$ cat src/rtl/rspd_pkg.sv
// ----------------------------------------------------------------------------
// rspd_pkg: shared types and constants
// Packet scan phases, field phases, command codes and the parse-to-decode record.
// ----------------------------------------------------------------------------
`default_nettype none
package rspd_pkg;

    typedef enum logic [2:0] {
        PH_HUNT, PH_PAYLOAD, PH_CK1, PH_CK2_HEX, PH_CK2_NONE
    } scan_phase_t;

    typedef enum logic [2:0] {
        FP_IDLE, FP_ADDR, FP_SEEK, FP_SIZE, FP_COLON, FP_DATA, FP_DONE
    } field_phase_t;

    localparam int NUM_LIT = 11;
    localparam int LIT_QSUP  = 0;
    localparam int LIT_HG    = 1;
    localparam int LIT_HC    = 2;
    localparam int LIT_QC    = 3;
    localparam int LIT_QATT  = 4;
    localparam int LIT_QOFF  = 5;
    localparam int LIT_QTST  = 6;
    localparam int LIT_QTFV  = 7;
    localparam int LIT_QTFP  = 8;
    localparam int LIT_QSYM  = 9;
    localparam int LIT_VCONT = 10;
    localparam int LIT_MAXLEN = 36;

    localparam logic [1:0] CLS_UNKNOWN = 2'd0;
    localparam logic [1:0] CLS_CANNED  = 2'd1;
    localparam logic [1:0] CLS_TARGET  = 2'd2;

    localparam logic [4:0] CMD_UNKNOWN = 5'd0;
    localparam logic [4:0] CMD_QSUP    = 5'd1;
    localparam logic [4:0] CMD_H       = 5'd2;
    localparam logic [4:0] CMD_QMARK   = 5'd3;
    localparam logic [4:0] CMD_QC      = 5'd4;
    localparam logic [4:0] CMD_QATT    = 5'd5;
    localparam logic [4:0] CMD_QOFF    = 5'd6;
    localparam logic [4:0] CMD_QTST    = 5'd7;
    localparam logic [4:0] CMD_QTF     = 5'd8;
    localparam logic [4:0] CMD_G       = 5'd9;
    localparam logic [4:0] CMD_P_RD    = 5'd10;
    localparam logic [4:0] CMD_M_RD    = 5'd11;
    localparam logic [4:0] CMD_QSYM    = 5'd12;
    localparam logic [4:0] CMD_VCONT   = 5'd13;
    localparam logic [4:0] CMD_M_WR    = 5'd14;
    localparam logic [4:0] CMD_P_WR    = 5'd15;
    localparam logic [4:0] CMD_Z0_CLR  = 5'd16;
    localparam logic [4:0] CMD_ZW_CLR  = 5'd17;
    localparam logic [4:0] CMD_Z0_SET  = 5'd18;
    localparam logic [4:0] CMD_ZW_SET  = 5'd19;
    localparam logic [4:0] CMD_STEP    = 5'd20;
    localparam logic [4:0] CMD_CONT    = 5'd21;
    localparam logic [4:0] CMD_DETACH  = 5'd22;

    // one completed packet, handed from the parser to the decoder
    typedef struct packed {
        logic        ack_ok;
        logic [7:0]  f0;
        logic [7:0]  f1;
        logic        one;
        logic [NUM_LIT-1:0] hits;
        logic [1:0]  size_digit;
        logic [31:0] addr;
        logic [31:0] data;
    } pkt_rec_t;

    function automatic logic [4:0] hex_val(input logic [7:0] c);
        logic [4:0] r;
        r = 5'h10;
        if (c >= "0" && c <= "9") r = {1'b0, 4'(c - 8'h30)};
        else if (c >= "a" && c <= "f") r = {1'b0, 4'(c - 8'h57)};
        else if (c >= "A" && c <= "F") r = {1'b0, 4'(c - 8'h37)};
        return r;
    endfunction

    function automatic logic [5:0] lit_len(input int i);
        logic [5:0] r;
        case (i)
            LIT_QSUP:  r = 6'd36;
            LIT_HG:    r = 6'd3;
            LIT_HC:    r = 6'd4;
            LIT_QC:    r = 6'd2;
            LIT_QATT:  r = 6'd9;
            LIT_QOFF:  r = 6'd8;
            LIT_QTST:  r = 6'd8;
            LIT_QTFV:  r = 6'd4;
            LIT_QTFP:  r = 6'd4;
            LIT_QSYM:  r = 6'd9;
            LIT_VCONT: r = 6'd6;
            default:   r = 6'd0;
        endcase
        return r;
    endfunction

    function automatic logic [7:0] str_char(input string s, input int p);
        logic [7:0] r;
        r = 8'h00;
        if (p < s.len()) r = s[p];
        return r;
    endfunction

    function automatic logic [7:0] lit_char(input int i, input logic [5:0] pos);
        logic [7:0] r;
        int p;
        p = int'(pos);
        case (i)
            LIT_QSUP:  r = str_char("qSupported:multiprocess+;qRelocInsn+", p);
            LIT_HG:    r = str_char("Hg0", p);
            LIT_HC:    r = str_char("Hc-1", p);
            LIT_QC:    r = str_char("qC", p);
            LIT_QATT:  r = str_char("qAttached", p);
            LIT_QOFF:  r = str_char("qOffsets", p);
            LIT_QTST:  r = str_char("qTStatus", p);
            LIT_QTFV:  r = str_char("qTfV", p);
            LIT_QTFP:  r = str_char("qTfP", p);
            LIT_QSYM:  r = str_char("qSymbol::", p);
            LIT_VCONT: r = str_char("vCont?", p);
            default:   r = 8'h00;
        endcase
        return r;
    endfunction

endpackage
`default_nettype wire

$ cat src/rtl/rspd_decoder.sv
// ----------------------------------------------------------------------------
// rspd_decoder: command classification and output register
// Maps a packet record to class, command and fields; holds the result word.
// ----------------------------------------------------------------------------
`default_nettype none
module rspd_decoder
    import rspd_pkg::*;
(
    input  wire logic   aclk,
    input  wire logic   aresetn,
    input  wire logic   in_valid,
    output logic        in_ready,
    input  pkt_rec_t    in_rec,
    output logic        out_valid,
    input  wire logic   out_ready,
    output logic [73:0] out_word
);
    logic        valid_reg;
    logic [73:0] word_reg, word_next;
    logic [1:0]  cls, ws;
    logic [4:0]  cmd;
    logic [31:0] a, dt;
    logic [7:0]  f0, f1;
    logic        one, kind;

    always_comb begin
        f0 = in_rec.f0;
        f1 = in_rec.f1;
        one = in_rec.one;
        kind = (f1 == "2" || f1 == "3" || f1 == "4");
        cls = CLS_UNKNOWN; cmd = CMD_UNKNOWN; ws = '0; a = '0; dt = '0;
        if (in_rec.hits[LIT_QSUP]) begin cls = CLS_CANNED; cmd = CMD_QSUP; end
        else if (in_rec.hits[LIT_HG] || in_rec.hits[LIT_HC]) begin
            cls = CLS_CANNED; cmd = CMD_H;
        end
        else if (one && f0 == "?") begin cls = CLS_CANNED; cmd = CMD_QMARK; end
        else if (in_rec.hits[LIT_QC]) begin cls = CLS_CANNED; cmd = CMD_QC; end
        else if (in_rec.hits[LIT_QATT]) begin cls = CLS_CANNED; cmd = CMD_QATT; end
        else if (in_rec.hits[LIT_QOFF]) begin cls = CLS_CANNED; cmd = CMD_QOFF; end
        else if (in_rec.hits[LIT_QTST]) begin cls = CLS_CANNED; cmd = CMD_QTST; end
        else if (in_rec.hits[LIT_QTFV] || in_rec.hits[LIT_QTFP]) begin
            cls = CLS_CANNED; cmd = CMD_QTF;
        end
        else if (one && f0 == "g") begin cls = CLS_TARGET; cmd = CMD_G; end
        else if (f0 == "p") begin cls = CLS_TARGET; cmd = CMD_P_RD; a = in_rec.addr; end
        else if (f0 == "m") begin
            cls = CLS_TARGET; cmd = CMD_M_RD; a = in_rec.addr; dt = in_rec.data;
        end
        else if (in_rec.hits[LIT_QSYM]) begin cls = CLS_CANNED; cmd = CMD_QSYM; end
        else if (in_rec.hits[LIT_VCONT]) begin cls = CLS_CANNED; cmd = CMD_VCONT; end
        else if (f0 == "M") begin
            cls = CLS_TARGET; cmd = CMD_M_WR; ws = in_rec.size_digit;
            a = in_rec.addr; dt = in_rec.data;
        end
        else if (f0 == "P") begin
            cls = CLS_TARGET; cmd = CMD_P_WR; a = in_rec.addr; dt = in_rec.data;
        end
        else if (f0 == "z" && f1 == "0") begin
            cls = CLS_TARGET; cmd = CMD_Z0_CLR; a = in_rec.addr;
        end
        else if (f0 == "z" && kind) begin
            cls = CLS_TARGET; cmd = CMD_ZW_CLR; a = in_rec.addr; dt = {24'd0, f1 - 8'h30};
        end
        else if (f0 == "Z" && f1 == "0") begin
            cls = CLS_TARGET; cmd = CMD_Z0_SET; a = in_rec.addr;
        end
        else if (f0 == "Z" && kind) begin
            cls = CLS_TARGET; cmd = CMD_ZW_SET; a = in_rec.addr; dt = {24'd0, f1 - 8'h31};
        end
        else if (one && f0 == "s") begin cls = CLS_TARGET; cmd = CMD_STEP; end
        else if ((one && f0 == "c") || (f0 == "C" && f1 == "0")) begin
            cls = CLS_TARGET; cmd = CMD_CONT;
        end
        else if (one && (f0 == "D" || f0 == "k")) begin cls = CLS_TARGET; cmd = CMD_DETACH; end
        word_next = {dt, a, ws, cmd, cls, in_rec.ack_ok};
        in_ready = !valid_reg || out_ready;
        out_valid = valid_reg;
        out_word = word_reg;
    end

    always_ff @(posedge aclk) begin
        if (in_valid && in_ready) word_reg <= word_next;
    end

    always_ff @(posedge aclk) begin
        if (!aresetn) valid_reg <= 1'b0;
        else if (in_ready) valid_reg <= in_valid;
    end
endmodule
`default_nettype wire

$ cat config.mk
export PLATFORM = sky130hd
export DESIGN_NAME = rspd_decoder
export DESIGN_NICKNAME = d
export VERILOG_FILES = /design/src/rtl/rspd_pkg.sv /design/src/rtl/rspd_decoder.sv
export SDC_FILE = /design/constraint.sdc
export NUM_CORES = 1
export LEC_CHECK = 0
export ABC_AREA = 0
export BUFFER_PORTS_ARGS = -buffer_cell sky130_fd_sc_hd__buf_2
export CELL_PAD_IN_SITES_DETAIL_PLACEMENT = 1
export CELL_PAD_IN_SITES_GLOBAL_PLACEMENT = 2
export CORE_ASPECT_RATIO = 0.9
export CORE_UTILIZATION = 29
export DETAILED_ROUTE_END_ITERATION = 12
export PLACE_DENSITY_LB_ADDON = 0.08
export SLEW_MARGIN = 0
export SYNTH_ARGS = -nofsm -noshare
export SYNTH_HDL_FRONTEND = slang
export SYNTH_SLANG_ARGS = --single-unit
export TNS_END_PERCENT = 5
$ cat constraint.sdc
create_clock -name aclk -period 2.8 [get_ports aclk]
set_clock_uncertainty 0.05 [all_clocks]
set_input_delay 0.14 -clock aclk [delete_from_list [all_inputs] [get_ports aclk]]
set_output_delay 0.14 -clock aclk [all_outputs]
set_load 0.01 [all_outputs]
==> metrics.md <==
| Metric | Value |
|---|---|
| Layout cells sized above 1 | `45.92%` |
| Highest clock frequency the design can meet | `between 400 and 500 MHz` |
| Post-CTS setup buffers | `0` |
| Final hold vios | `0` |
| Setup Crit Path Kind | `primary input to register` |
| Synth warnings | `0` |
| Total routing resource utilization after global routing | `16.25%` |
| Number of buffers between clock root and the deepest sink | `2` |
| Final cycle utilization of the critical path | `75.70%` |
| Share of the core filled with cells in the final layout | `between 40% and 50%` |
| # DRC | `0` |
| Leading cell types in the layout, fill and taps excluded | `sky130_fd_sc_hd__buf_2, sky130_fd_sc_hd__edfxtp_1, sky130_fd_sc_hd__and2_1, sky130_fd_sc_hd__and2_4, sky130_fd_sc_hd__nor2_1` |
| Gpl congestion | `0.7840` |
| Worst-case hold slack | `0.01091 ns` |
| Register clock-pin slew on the reported worst setup and hold paths | `roughly 0.060 ns` |
| Category of the worst setup path capture point | `register` |
| Insertion delay of the later-clocked pin in the worst-skew pair | `0.33 ns` |
| Initial Utilization | `between 20 and 30%` |
| Total clock sinks | `75` |
| Placeable core region | `0.01278 mm^2` |
| Via count of the first global-routing pass | `3152` |
| Maxcap violations | `0` |
| Worst-Margin Slew | `0.7839 ns` |
| Startpoint of the lowest-slack hold path | `aresetn` |
| Post-synth EDFFs | `74` |
| Critical Path RT | `2.93 ns` |
| Port Buffers | `174` |
| CTS Root Buffer Type | `sky130_fd_sc_hd__clkbuf_16` |
| Count of routing violations after the opening detailed-route iteration | `between 100 and 150` |
| Final Slew Violations | `0` |
| Global-route wire length before repair | `roughly 17 mm` |
| Remaining antenna violation count | `0` |
| WL per Instance | `16.59 um` |
| Max-slew headroom at the worst pin | `47.62%` |
| Number of antenna violations at the first check in global routing | `0` |
| Hpwl dp | `8.379 mm` |
| Antenna Cells | `0` |
| Number of optimization iterations in the first detailed-route pass | `6` |
| Most common library cell in the layout ignoring fill and taps | `sky130_fd_sc_hd__buf_2` |
| Top cell type's share of synthesized area | `between 50% and 60%` |
| Number of library cell types mapped by synthesis | `59` |
| Synthesized Nets | `between 400 and 500` |
| Syn avg cell area | `about 12 um^2` |
| Die height | `110.8 um` |
| Design Power | `about 2.8 mW` |
| Run status | `completed` |
| Setup violators final | `0` |
| Data arrival time of the worst path | `2.25 ns` |
| Clock tree from TritonCTS | `done` |
| Netlist Area Pre-Place | `0.003817 mm^2` |
| Top post-synthesis cells by area | `sky130_fd_sc_hd__edfxtp_1, sky130_fd_sc_hd__and2_1, sky130_fd_sc_hd__and2_4, sky130_fd_sc_hd__a21oi_1, sky130_fd_sc_hd__ha_1` |
| Flip-flop cell with the highest count after synthesis | `sky130_fd_sc_hd__edfxtp_1` |
| Post-route minimum period | `between 2 and 2.5 ns` |
| DR vias | `3095` |
| Pin count of the biggest net entering global routing | `41` |
| Critical-path maximum fanout | `8` |
| Beginning of the worst register-to-register path | `out_valid` |
| Total I/O pin count | `175` |
| Pwr/cell area | `544.2 mW/mm^2` |
| Vias per inst | `4.732` |
| Post-synth ARST share | `0%` |
| Syn-to-layout area delta | `35.40%` |
| Row Count | `39` |
| Layout Nets | `589` |
| Num CTS Buffers | `9` |
| H-Tree Depth | `3` |
| Seq/Total Area, Yosys | `58.73%` |
| Crit. Startpoint | `in_rec[82]` |
| Most area-hungry cell type in the Yosys netlist | `sky130_fd_sc_hd__edfxtp_1` |
| Register bit count reported by yosys | `75` |
| Wire length reported by the detailed router | `~11 mm` |
| Global route total overflow | `0` |
| Critical Path Source Type | `primary input` |
| Total of cells resized after clock tree synthesis | `0` |
| Class of the tightest hold or removal check | `primary input to register` |
| Number of instances in the synthesized netlist | `309` |
| Die Outline Area | `0.01363 mm^2` |
| VDD IR max | `287.3 uV` |
| Total Neg Setup Slack | `0 ns` |
| Overall die width | `around 120 um` |
| Total leakage power | `~2.1 nW` |
| Setup repair after global routing missed its margin | `no` |
==> registers in the layout, summed over array words and instances (netlist names) <==
| register | count |
|---|---|
| out_word | 74 |
| out_valid | 1 |
==> logic make-up (layout without fill, tap and decap cells) <==
family,count (synthesis),in the layout,synth area share (%)
XOR/XNOR,2,2,0.4589
flip-flops,75,75,58.73
adder cells (fa/ha/maj),5,5,1.639
AND/OR/NAND/NOR,157,157,27.20
buffers and inverters,19,200,3.015
AO/OA/AOI/OAI,51,51,8.948
==> worst paths after layout <==
| kind | to | slack, ns | cells past startpoint |
|---|---|---|---|
| setup / recovery | out_word[46] | 0.68 | 8 |
| setup reg to reg | out_word[59] | 1.21 | 3 |
| hold / removal | out_valid | 0.01 | 2 |
| hold reg to reg | out_valid | 0.50 | 2 |
==> layout make-up <==
type | instances | area (um^2)
Clock buffer | 9 | 225.2
Clock inverter | 7 | 91.34
Fill cell | 1449 | 7616
Inverter | 5 | 18.77
Multi-Input combinational cell | 215 | 1463
Sequential cell | 75 | 2242
Tap cell | 164 | 205.2
Timing Repair Buffer | 179 | 923.4
==> power by group <==
part           internal, mW  total [mW]  switching, mW  leakage [nW]
logic                 0.123       0.293          0.169          1.23
clock network         0.776        1.22          0.444         0.147
registers              1.29        1.30         0.0125         0.738
total                  2.19        2.81          0.626          2.12
==> cells in the mapped netlist (3+ instances only) <==
cell and n:
sky130_fd_sc_hd__a21boi_0 3, sky130_fd_sc_hd__and4b_1 3, sky130_fd_sc_hd__edfxtp_1 74, sky130_fd_sc_hd__a21oi_1 15
sky130_fd_sc_hd__nand2_1 13, sky130_fd_sc_hd__a21oi_2 3, sky130_fd_sc_hd__nor3b_1 3, sky130_fd_sc_hd__nor3_1 5
sky130_fd_sc_hd__nand4_1 4, sky130_fd_sc_hd__buf_6 4, sky130_fd_sc_hd__nor2b_1 6, sky130_fd_sc_hd__nor4_1 3
sky130_fd_sc_hd__nand2b_1 5, sky130_fd_sc_hd__buf_2 8, sky130_fd_sc_hd__inv_1 5, sky130_fd_sc_hd__ha_1 5
sky130_fd_sc_hd__and2_1 40, sky130_fd_sc_hd__nor2_1 16, sky130_fd_sc_hd__nand3_1 8, sky130_fd_sc_hd__a22oi_1 3
sky130_fd_sc_hd__and3_1 3, sky130_fd_sc_hd__o21ai_0 5, sky130_fd_sc_hd__and2_4 20, sky130_fd_sc_hd__nand4b_1 5
sky130_fd_sc_hd__nand3b_1 5, sky130_fd_sc_hd__nor4bb_1 3
==> worst max-delay path: stages <==
cell                       delay [ns]
sky130_fd_sc_hd__buf_2           0.13
sky130_fd_sc_hd__ha_1            0.19
sky130_fd_sc_hd__nor3b_1         0.48
sky130_fd_sc_hd__nand4_1         0.28
sky130_fd_sc_hd__nor4bb_1        0.50
sky130_fd_sc_hd__buf_4           0.24
sky130_fd_sc_hd__o211ai_1        0.12
sky130_fd_sc_hd__a21oi_1         0.16
==> repair_timing <==
item | CTS | global route
hold buffers | 1 | 0
hold endpoints to repair | 1 | 0
endpoints found under the setup margin | 0 | 0
==> stage by stage <==
stage | worst slack, ns | instance area, um^2 | instances
after floorplan | 0.06282 | 3817 | 309
final | 0.6804 | 5169 | 654
after detailed placement | 0.3235 | 4842 | 637
after CTS | 0.6667 | 5169 | 654
after global routing | 0.4772 | 5169 | 654
after global placement | 0.4222 | 4842 | 637
==> routing by layer <==
metal	GRT usage [%]	wire [um]	vias to the layer above
li1	-	-	1503
met5	0	0	-
met3	4.475	913	14
met2	26.18	5043	121
met1	20.77	4718	1457
met4	5.447	174	0
Power figures use the tool's default switching activity.
