===== config.mk =====
export PLATFORM = sky130hd
export DESIGN_NAME = rspd_queue
export DESIGN_NICKNAME = d
export VERILOG_FILES = /design/src/rtl/rspd_pkg.sv /design/src/rtl/rspd_queue.sv
export SDC_FILE = /design/constraint.sdc
export NUM_CORES = 1
export LEC_CHECK = 0
export BUFFER_PORTS_ARGS = -buffer_cell sky130_fd_sc_hd__buf_2
export CELL_PAD_IN_SITES_DETAIL_PLACEMENT = 0
export CELL_PAD_IN_SITES_GLOBAL_PLACEMENT = 1
export CORE_AREA = 2 2 125 127
export CTS_BUF_LIST = sky130_fd_sc_hd__clkbuf_4
export DETAILED_ROUTE_END_ITERATION = 6
export DIE_AREA = 0 0 127 129
export GPL_ROUTABILITY_DRIVEN = 0
export PLACE_DENSITY = 0.91
export SLEW_MARGIN = 20
export SYNTH_ARGS = -nofsm -noshare
export SYNTH_HDL_FRONTEND = slang
export SYNTH_SLANG_ARGS = --single-unit
export TNS_END_PERCENT = 30

===== constraint.sdc =====
create_clock -name aclk -period 6.02 [get_ports aclk]
set_input_delay 0.301 -clock aclk [delete_from_list [all_inputs] [get_ports aclk]]
set_output_delay 0.301 -clock aclk [all_outputs]
set_load 0.005 [all_outputs]

===== src/rtl/rspd_pkg.sv =====
// ----------------------------------------------------------------------------
// rspd_pkg: shared types and constants
// Packet scan phases, field phases, command codes and the parse-to-decode record.
// ----------------------------------------------------------------------------
`default_nettype none
package rspd_pkg;

    typedef enum logic [2:0] {
        PH_HUNT, PH_PAYLOAD, PH_CK1, PH_CK2_HEX, PH_CK2_NONE
    } scan_phase_t;

    typedef enum logic [2:0] {
        FP_IDLE, FP_ADDR, FP_SEEK, FP_SIZE, FP_COLON, FP_DATA, FP_DONE
    } field_phase_t;

    localparam int NUM_LIT = 11;
    localparam int LIT_QSUP  = 0;
    localparam int LIT_HG    = 1;
    localparam int LIT_HC    = 2;
    localparam int LIT_QC    = 3;
    localparam int LIT_QATT  = 4;
    localparam int LIT_QOFF  = 5;
    localparam int LIT_QTST  = 6;
    localparam int LIT_QTFV  = 7;
    localparam int LIT_QTFP  = 8;
    localparam int LIT_QSYM  = 9;
    localparam int LIT_VCONT = 10;
    localparam int LIT_MAXLEN = 36;

    localparam logic [1:0] CLS_UNKNOWN = 2'd0;
    localparam logic [1:0] CLS_CANNED  = 2'd1;
    localparam logic [1:0] CLS_TARGET  = 2'd2;

    localparam logic [4:0] CMD_UNKNOWN = 5'd0;
    localparam logic [4:0] CMD_QSUP    = 5'd1;
    localparam logic [4:0] CMD_H       = 5'd2;
    localparam logic [4:0] CMD_QMARK   = 5'd3;
    localparam logic [4:0] CMD_QC      = 5'd4;
    localparam logic [4:0] CMD_QATT    = 5'd5;
    localparam logic [4:0] CMD_QOFF    = 5'd6;
    localparam logic [4:0] CMD_QTST    = 5'd7;
    localparam logic [4:0] CMD_QTF     = 5'd8;
    localparam logic [4:0] CMD_G       = 5'd9;
    localparam logic [4:0] CMD_P_RD    = 5'd10;
    localparam logic [4:0] CMD_M_RD    = 5'd11;
    localparam logic [4:0] CMD_QSYM    = 5'd12;
    localparam logic [4:0] CMD_VCONT   = 5'd13;
    localparam logic [4:0] CMD_M_WR    = 5'd14;
    localparam logic [4:0] CMD_P_WR    = 5'd15;
    localparam logic [4:0] CMD_Z0_CLR  = 5'd16;
    localparam logic [4:0] CMD_ZW_CLR  = 5'd17;
    localparam logic [4:0] CMD_Z0_SET  = 5'd18;
    localparam logic [4:0] CMD_ZW_SET  = 5'd19;
    localparam logic [4:0] CMD_STEP    = 5'd20;
    localparam logic [4:0] CMD_CONT    = 5'd21;
    localparam logic [4:0] CMD_DETACH  = 5'd22;

    // one completed packet, handed from the parser to the decoder
    typedef struct packed {
        logic        ack_ok;
        logic [7:0]  f0;
        logic [7:0]  f1;
        logic        one;
        logic [NUM_LIT-1:0] hits;
        logic [1:0]  size_digit;
        logic [31:0] addr;
        logic [31:0] data;
    } pkt_rec_t;

    function automatic logic [4:0] hex_val(input logic [7:0] c);
        logic [4:0] r;
        r = 5'h10;
        if (c >= "0" && c <= "9") r = {1'b0, 4'(c - 8'h30)};
        else if (c >= "a" && c <= "f") r = {1'b0, 4'(c - 8'h57)};
        else if (c >= "A" && c <= "F") r = {1'b0, 4'(c - 8'h37)};
        return r;
    endfunction

    function automatic logic [5:0] lit_len(input int i);
        logic [5:0] r;
        case (i)
            LIT_QSUP:  r = 6'd36;
            LIT_HG:    r = 6'd3;
            LIT_HC:    r = 6'd4;
            LIT_QC:    r = 6'd2;
            LIT_QATT:  r = 6'd9;
            LIT_QOFF:  r = 6'd8;
            LIT_QTST:  r = 6'd8;
            LIT_QTFV:  r = 6'd4;
            LIT_QTFP:  r = 6'd4;
            LIT_QSYM:  r = 6'd9;
            LIT_VCONT: r = 6'd6;
            default:   r = 6'd0;
        endcase
        return r;
    endfunction

    function automatic logic [7:0] str_char(input string s, input int p);
        logic [7:0] r;
        r = 8'h00;
        if (p < s.len()) r = s[p];
        return r;
    endfunction

    function automatic logic [7:0] lit_char(input int i, input logic [5:0] pos);
        logic [7:0] r;
        int p;
        p = int'(pos);
        case (i)
            LIT_QSUP:  r = str_char("qSupported:multiprocess+;qRelocInsn+", p);
            LIT_HG:    r = str_char("Hg0", p);
            LIT_HC:    r = str_char("Hc-1", p);
            LIT_QC:    r = str_char("qC", p);
            LIT_QATT:  r = str_char("qAttached", p);
            LIT_QOFF:  r = str_char("qOffsets", p);
            LIT_QTST:  r = str_char("qTStatus", p);
            LIT_QTFV:  r = str_char("qTfV", p);
            LIT_QTFP:  r = str_char("qTfP", p);
            LIT_QSYM:  r = str_char("qSymbol::", p);
            LIT_VCONT: r = str_char("vCont?", p);
            default:   r = 8'h00;
        endcase
        return r;
    endfunction

endpackage
`default_nettype wire


===== src/rtl/rspd_queue.sv =====
// ----------------------------------------------------------------------------
// rspd_queue: two-entry packet record queue
// Decouples the byte parser from the command decoder and output register.
// ----------------------------------------------------------------------------
`default_nettype none
module rspd_queue
    import rspd_pkg::*;
(
    input  wire logic     aclk,
    input  wire logic     aresetn,
    input  wire logic     wr_valid,
    input  pkt_rec_t      wr_rec,
    output logic          wr_ready,
    output logic          rd_valid,
    input  wire logic     rd_ready,
    output pkt_rec_t      rd_rec
);
    pkt_rec_t   mem_reg [2];
    logic       wp_reg, wp_next, rp_reg, rp_next;
    logic [1:0] cnt_reg, cnt_next;
    logic       do_wr, do_rd;

    always_comb begin
        wr_ready = (cnt_reg != 2'd2);
        rd_valid = (cnt_reg != 2'd0);
        rd_rec = mem_reg[rp_reg];
        do_wr = wr_valid && wr_ready;
        do_rd = rd_valid && rd_ready;
        wp_next = do_wr ? !wp_reg : wp_reg;
        rp_next = do_rd ? !rp_reg : rp_reg;
        cnt_next = cnt_reg + {1'b0, do_wr} - {1'b0, do_rd};
    end

    always_ff @(posedge aclk) begin
        if (do_wr) mem_reg[wp_reg] <= wr_rec;
    end

    always_ff @(posedge aclk) begin
        if (!aresetn) begin
            wp_reg <= 1'b0;
            rp_reg <= 1'b0;
            cnt_reg <= '0;
        end else begin
            wp_reg <= wp_next;
            rp_reg <= rp_next;
            cnt_reg <= cnt_next;
        end
    end
endmodule
`default_nettype wire


==> results.md, run 1 <==
- Status: complete, no violations
- Worst path arrival time: between 2000 and 3000 ps
- Count of input and output buffers: around 200
- Worst slack at placement: roughly 3500 ps
- Commonest cells post-synth: 190 x edfxtp_1, 50 x mux2_4, 45 x mux2_2
- Clk root buf: clkbuf_4
- Cell taking the most area after synthesis: edfxtp_1
- Layout cells sized above 1: 52.0%
- Die H: approximately 130 um
- Share of the synthesized area in the top cell type: about 78%
- GRT Overall Usage: 17.6%
- Peak VDD IR: 0.000268 V
- R2r worst-path depth: 4
- Syn_nets: about 430
- Vias in the first global route: about 4,300
- Initial antenna violation count: 0
- Post-synth top flop: edfxtp_1
- Final hold viol count: 0
- Top Ports: approximately 200
- Hold depth: 3
- Leak pwr: 0.00377 uW
- RSZ-0062 raised after global routing: false
- Worst setup SP type: flop
- Power Internal: 2390 uW
- Core Region: around 0.015 mm^2
- DRC violations left: 0
- Worst Hold Class: input port to flop
- Synth unique cells: 26
- Syn-to-layout area delta: 33.3%
- Switching Share: 25.2%
- Peak Freq: 323 MHz
- Nets: roughly 730
- Syn_area_per_cell: roughly 23 um^2
- Die area: 0.0164 mm^2
- Ys Warns: 0
- ANT nets after route: 0
- Minimum clock period: between 3000 and 4000 ps
- Yosys reg bits: 195
- TritonCTS clock tree: built
- Final Skew: 15.8 ps
- Measured slew at the worst slew-check pin: approximately 980 ps
- Hold path endpoint: wp_reg
- Pwr dens: 327 mW/mm^2
- Max clock buf depth: 2
- Drt wl/cell: ~17 um
- Ys async rst share: 0%
- Comb power frac: a little over a fifth
- Postcts setup bufs: 0
- Initial drt markers: 250
- Post-synth EDFFs: between 150 and 200
- Cell Area, Synth: 0.00734 mm^2
- Vias: roughly 4,000
- Synth area leaders: edfxtp_1 78%, mux2_4 10%, mux2_2 6.9%, dfxtp_1 1.4%, buf_6 0.92%
- H-tree levels: 4
- Final setup vio count: 0
- Most frequent cell after synthesis: edfxtp_1
- Sequential power share: about 54%
- Reg clk slew, reported paths: between 100 and 150 ps
- Antenna fix cells: 0
- Clk pwr share: around 24%
- Sw power: around 800 uW
- Clock sinks: about 200
- Drt via density: around 5
- Total wire length: approximately 14,000 um
- DIE WIDTH: between 100 and 150 um
- PostCTS Resize Cnt: 0
- Crit-path max FO: 54
- Max reg flops: 190
- Largest net degree at the start of global routing: a little over 70
- Iteration count of the initial detailed-routing pass: 4
- Site Rows: 45
- GR Overflow Total: 0
- Starting density of the core: 49.0%
- Clk_lat worst skew: between 500 and 600 ps
- Worst EP required: approximately 5700 ps
- Post-synthesis sequential area ratio: 79.1%
- Worst r2r src: cnt_reg[0]
- CTS Buf Count: 17
- Critical path type: flop to output pin
- Setup ws final: around 2900 ps
- Max-Cap Viols: 0
- Reg-to-reg endpoint: mem_reg[0][25]
- Period utilization: about half
- Slew Viols, Final: 0
- Global-route wire length before repair: around 22,000 um
- Mapped Cells: between 300 and 400
- Sum Neg Setup Slack: 0 ps
- Slew headroom: between 30% and 40%
- Crit end category: output pin
- Hold Startpoint: wr_valid
- Post-DP HPWL: 8380 um
- Worst reg-to-reg setup slack: approximately 3700 ps
[power by group through the flow]
stage | clock network, uW | logic, uW | registers (uW)
after floorplan | 0 | 450 | 1710
after global placement | 0 | 635 | 1750
after detailed placement | 0 | 647 | 1760
after CTS | 804 | 699 | 1730
after global routing | 855 | 752 | 1740
final | 781 | 697 | 1720
[cell type report]
class / instances / area (um^2)
Clock buffer: 18 / 135
Clock inverter: 14 / 203
Fill cell: 1030 / 5200
Inverter: 2 / 10.0
Multi-Input combinational cell: 118 / 1430
Sequential cell: 195 / 5810
Tap cell: 188 / 235
Timing Repair Buffer: 294 / 1960
[stage by stage]
stage          std cells  hold slack (ps)  instance area (um^2)  power (uW)  utilization, %
2_1_floorplan        326              400                  7340        2160               -
3_3_place_gp         701              489                  8480        2380            56.6
3_5_place_dp         701              492                  8480        2400            56.6
4_1_cts              829             83.5                  9780        3230            65.3
5_1_grt              829             90.1                  9780        3350            65.3
6_report             829              142                  9780        3200            65.3
[repair_timing]
item / in CTS / in global routing
endpoints found under the setup margin: 0 / 0
hold endpoints to repair: 195 / 0
hold buffers: 96 / 0
[routing by layer]
layer  global-route usage [%]  up-vias  share of wire [%]
li1                         -     1895                  -
met1                     19.3     1998                 39
met2                     31.8      160                 52
met3                     5.57       25                6.9
met4                     7.05        0                2.0
met5                        0        -                  0
[layout by cell type, fill, tap and decap left out, drive strengths merged]
master       synthesis  routed
a21bo                1       1
a21oi                1       1
and2                 1       1
and3                 2       2
buf                 11     198
bufinv               0       4
clkbuf               0      18
clkinv               0       4
clkinvlp             0       3
dfxtp                5       5
dlygate4sd3          0      96
edfxtp             190     190
ha                   1       1
inv                  2       5
mux2                95      95
nand2b               1       1
nand3                1       1
nand3b               1       1
nor2                 4       4
nor2b                1       1
nor3                 1       1
nor4                 1       1
nor4bb               1       1
o21ai                2       2
o21ba                1       1
o31a                 1       1
or2                  1       1
xor2                 1       1
[worst max-delay path: stages (launching register included)]
cell and delay [ps]:
dfxtp_4 850, buf_4 730, mux2_2 420, buf_2 140
[kinds of logic (layout without fill, tap and decap cells)]
family	count (synthesis)	in the layout	share of synthesized area, %
fa+ha+maj	1	1	0.171
xor+xnor	1	1	0.119
flops	195	195	79.1
simple gates	15	15	1.33
buf+inv	13	328	1.50
compound gates	6	6	0.597
mux	95	95	17.1
[worst max path at each step]
stage	startpoint	end	slack, ps	cells past startpoint
5_1_grt	flop	rd_rec[18]	2720	3
3_3_place_gp	flop	rd_rec[20]	3540	3
4_1_cts	flop	rd_rec[8]	2840	3
3_5_place_dp	flop	rd_rec[8]	3510	3
6_report	flop	rd_rec[25]	2920	3
2_1_floorplan	cnt_reg[0]	mem_reg[1][0]	2710	2
No activity file was read; power rests on OpenSTA's default activity.
==> run 2: changes to the inputs <==
- CORE_AREA: 2 2 125 127 -> 2 2 130 132
- DIE_AREA: 0 0 127 129 -> 0 0 132 134
- PLACE_DENSITY: 0.91 -> 0.86
- clock period: 6.02 -> 3.1 ns (I/O delays scaled with it)
==> run 2 against run 1 <==
Global-route usage down 1.1 points; setup slack worse by 2300 ps; largest power group unchanged; sequential power up 94%; critical path type unchanged.
==> results.md, run 2 (synthesis results as in run 1) <==
- Post-DP HPWL: 8510 um (+1.6%)
- DIE WIDTH: 132 um (+3.9%)
- Peak Freq: 404 MHz
- Clk_lat worst skew: 570 ps (about the same)
- Power Internal: 4350 uW (+82%)
- Sequential power share: 57.0% (+3.2 points)
- Final hold slack: 289 ps (+147 ps)
- Worst Hold Class: input port to flop
- Initial drt markers: 180 (-28%)
- Final non-filler cell area: 0.00978 mm^2 (about the same)
- RSZ-0062 raised after global routing: false
- Hold Startpoint: wr_rec[12]
- Worst setup SP type: flop
- Count of input and output buffers: 195 (unchanged)
- Worst reg-to-reg setup slack: 1110 ps (-2550 ps)
- Vias in the first global route: 4,425 (+2.6%)
- TritonCTS clock tree: built
- Sw power: 1500 uW (+86%)
- Total wire length: 14,200 um (+0.36%)
- Reg clk slew, reported paths: 150 ps (about the same)
- Worst path arrival time: 2320 ps (-480 ps)
- Layout cells sized above 1: 51.7% (-0.25 points)
- Postcts setup bufs: 0 (unchanged)
- Site Rows: 47 (+4.4%)
- Core Region: 0.0163 mm^2 (+8.8%)
- Syn-to-layout area delta: 33.3% (about the same)
- CP peak stage delay: 830 ps (-20 ps)
- Crit end category: output pin
- Final Skew: 19.2 ps (+3.39 ps)
- Tot Pwr: 5850 uW (+83%)
- Period utilization: 79.8%
- Comb power frac: 23.7% (+1.9 points)
- Hold_buf cts: 98 (+2.1%)
- DRC violations left: 0 (unchanged)
- Leak pwr: 0.00375 uW (-0.55%)
- Antenna fix cells: 0 (unchanged)
- Clock sinks: 195 (unchanged)
- Global-route wire length before repair: 22,200 um (+3.1%)
- Initial antenna violation count: 0 (unchanged)
- Top Ports: 196 (unchanged)
- Sum Neg Setup Slack: 0 ps (unchanged)
- CP cell instances: buf_12, mux2_2, buf_2
- Drt wl/cell: 16.4 um (-3.9%)
- Minimum clock period: approximately 2500 ps
- Clk root buf: clkbuf_4
- Most frequent cells in the layout: 195 x buf_2, 190 x edfxtp_1, 98 x dlygate4sd3_1
- Crit-path max FO: 42 (-22%)
- Slew Viols, Final: 0 (unchanged)
- ANT nets after route: 0 (unchanged)
- Clk pwr share: 19.3% (-5.1 points)
- H-tree levels: 4 (unchanged)
- Max-Cap Viols: 0 (unchanged)
- Iteration count of the initial detailed-routing pass: 4 (unchanged)
- Measured slew at the worst slew-check pin: 686 ps (-290 ps)
- Max clock buf depth: 2 (unchanged)
- Peak VDD IR: 0.000399 V (+49%)
- CTS Buf Count: 17 (unchanged)
- Largest net degree at the start of global routing: 53 (-25%)
- GRT Overall Usage: 16.4% (-1.1 points)
- Max reg flops: 190 (unchanged)
- Slew headroom: 54.3% (+19 points)
- Die area: 0.0177 mm^2 (+8.0%)
- Worst EP required: 2940 ps (-2780 ps)
- Final setup vio count: 0 (unchanged)
- PostCTS Resize Cnt: 0 (unchanged)
- GR Overflow Total: 0 (unchanged)
- Commonest non-fill, non-tap cell in the layout: buf_2
- Status: complete, no violations
- DP Area: 0.00858 mm^2 (+1.2%)
- Vias: 4,104 (+0.64%)
- Pwr dens: 598 mW/mm^2 (+83%)
- Critical path type: flop to output pin
- Switching Share: 25.7% (+0.46 points)
- Starting density of the core: 45.0% (-3.9 points)
- Drt via density: 4.74 (-3.7%)
- Slowest CP cell: dfxtp_4
- Worst r2r src: cnt_reg[0]
- Die H: 134 um (+3.9%)
- Final hold viol count: 0 (unchanged)
- Nets: 733 (+0.69%)
[run 2: cell types whose count changed in the layout (fill, tap and decap cells not counted), moves of 3 or more]
cell       before  now
clkbuf_4       18   21
clkinv_4        3    0
bufinv_16       4    0
buf_12          0    3
clkinv_2        1    4
[run 2: path summary, 6_finish.rpt]
kind              depth (start not counted)        endpoint
setup / recovery                          3       rd_rec[6]
hold / removal                            2  mem_reg[1][12]
setup reg to reg                          4   mem_reg[0][9]
hold reg to reg                           2            flop
[run 2: cell type report]
| type | instances | area (um^2) |
|---|---|---|
| Clock inverter | 11 | 65.1 |
| Clock buffer | 21 | 158 |
| Tap cell | 220 | 275 |
| Timing Repair Buffer | 299 | 2040 |
| Fill cell | 1203 | 6510 |
| Sequential cell | 195 | 5810 |
| Multi-Input combinational cell | 118 | 1430 |
| Inverter | 2 | 10.0 |
[run 2: stage by stage]
stage | utilization (%) | setup slack (ps) | instances
5_1_grt | 60.1 | 487 | 866
2_1_floorplan | - | 130 | 326
6_report | 60.1 | 627 | 866
3_5_place_dp | 52.7 | 1140 | 736
3_3_place_gp | 52.7 | 1230 | 736
4_1_cts | 60.1 | 559 | 866
[run 2: routing by layer]
metal  global-route usage, %  vias up  part of all wire (%)
met5                       0        -                     0
met4                    6.40        0                   2.2
met3                    6.24       31                   6.6
met2                    28.2      150                    51
met1                    18.6     2013                    40
li1                        -     1910                     -
[run 2: critical path: cells and delay by family, from the launching register on]
family                 cells  cell delay, ps
buffers and inverters      2             480
multiplexers               1             390
flip-flops                 1             830
[run 2: power by group through the flow]
stage	Clock (uW)	Combinational (uW)	Sequential, uW
after floorplan	0	874	3320
after global placement	0	1270	3380
after detailed placement	0	1300	3400
after CTS	1180	1400	3340
after global routing	1280	1490	3370
final	1130	1390	3340
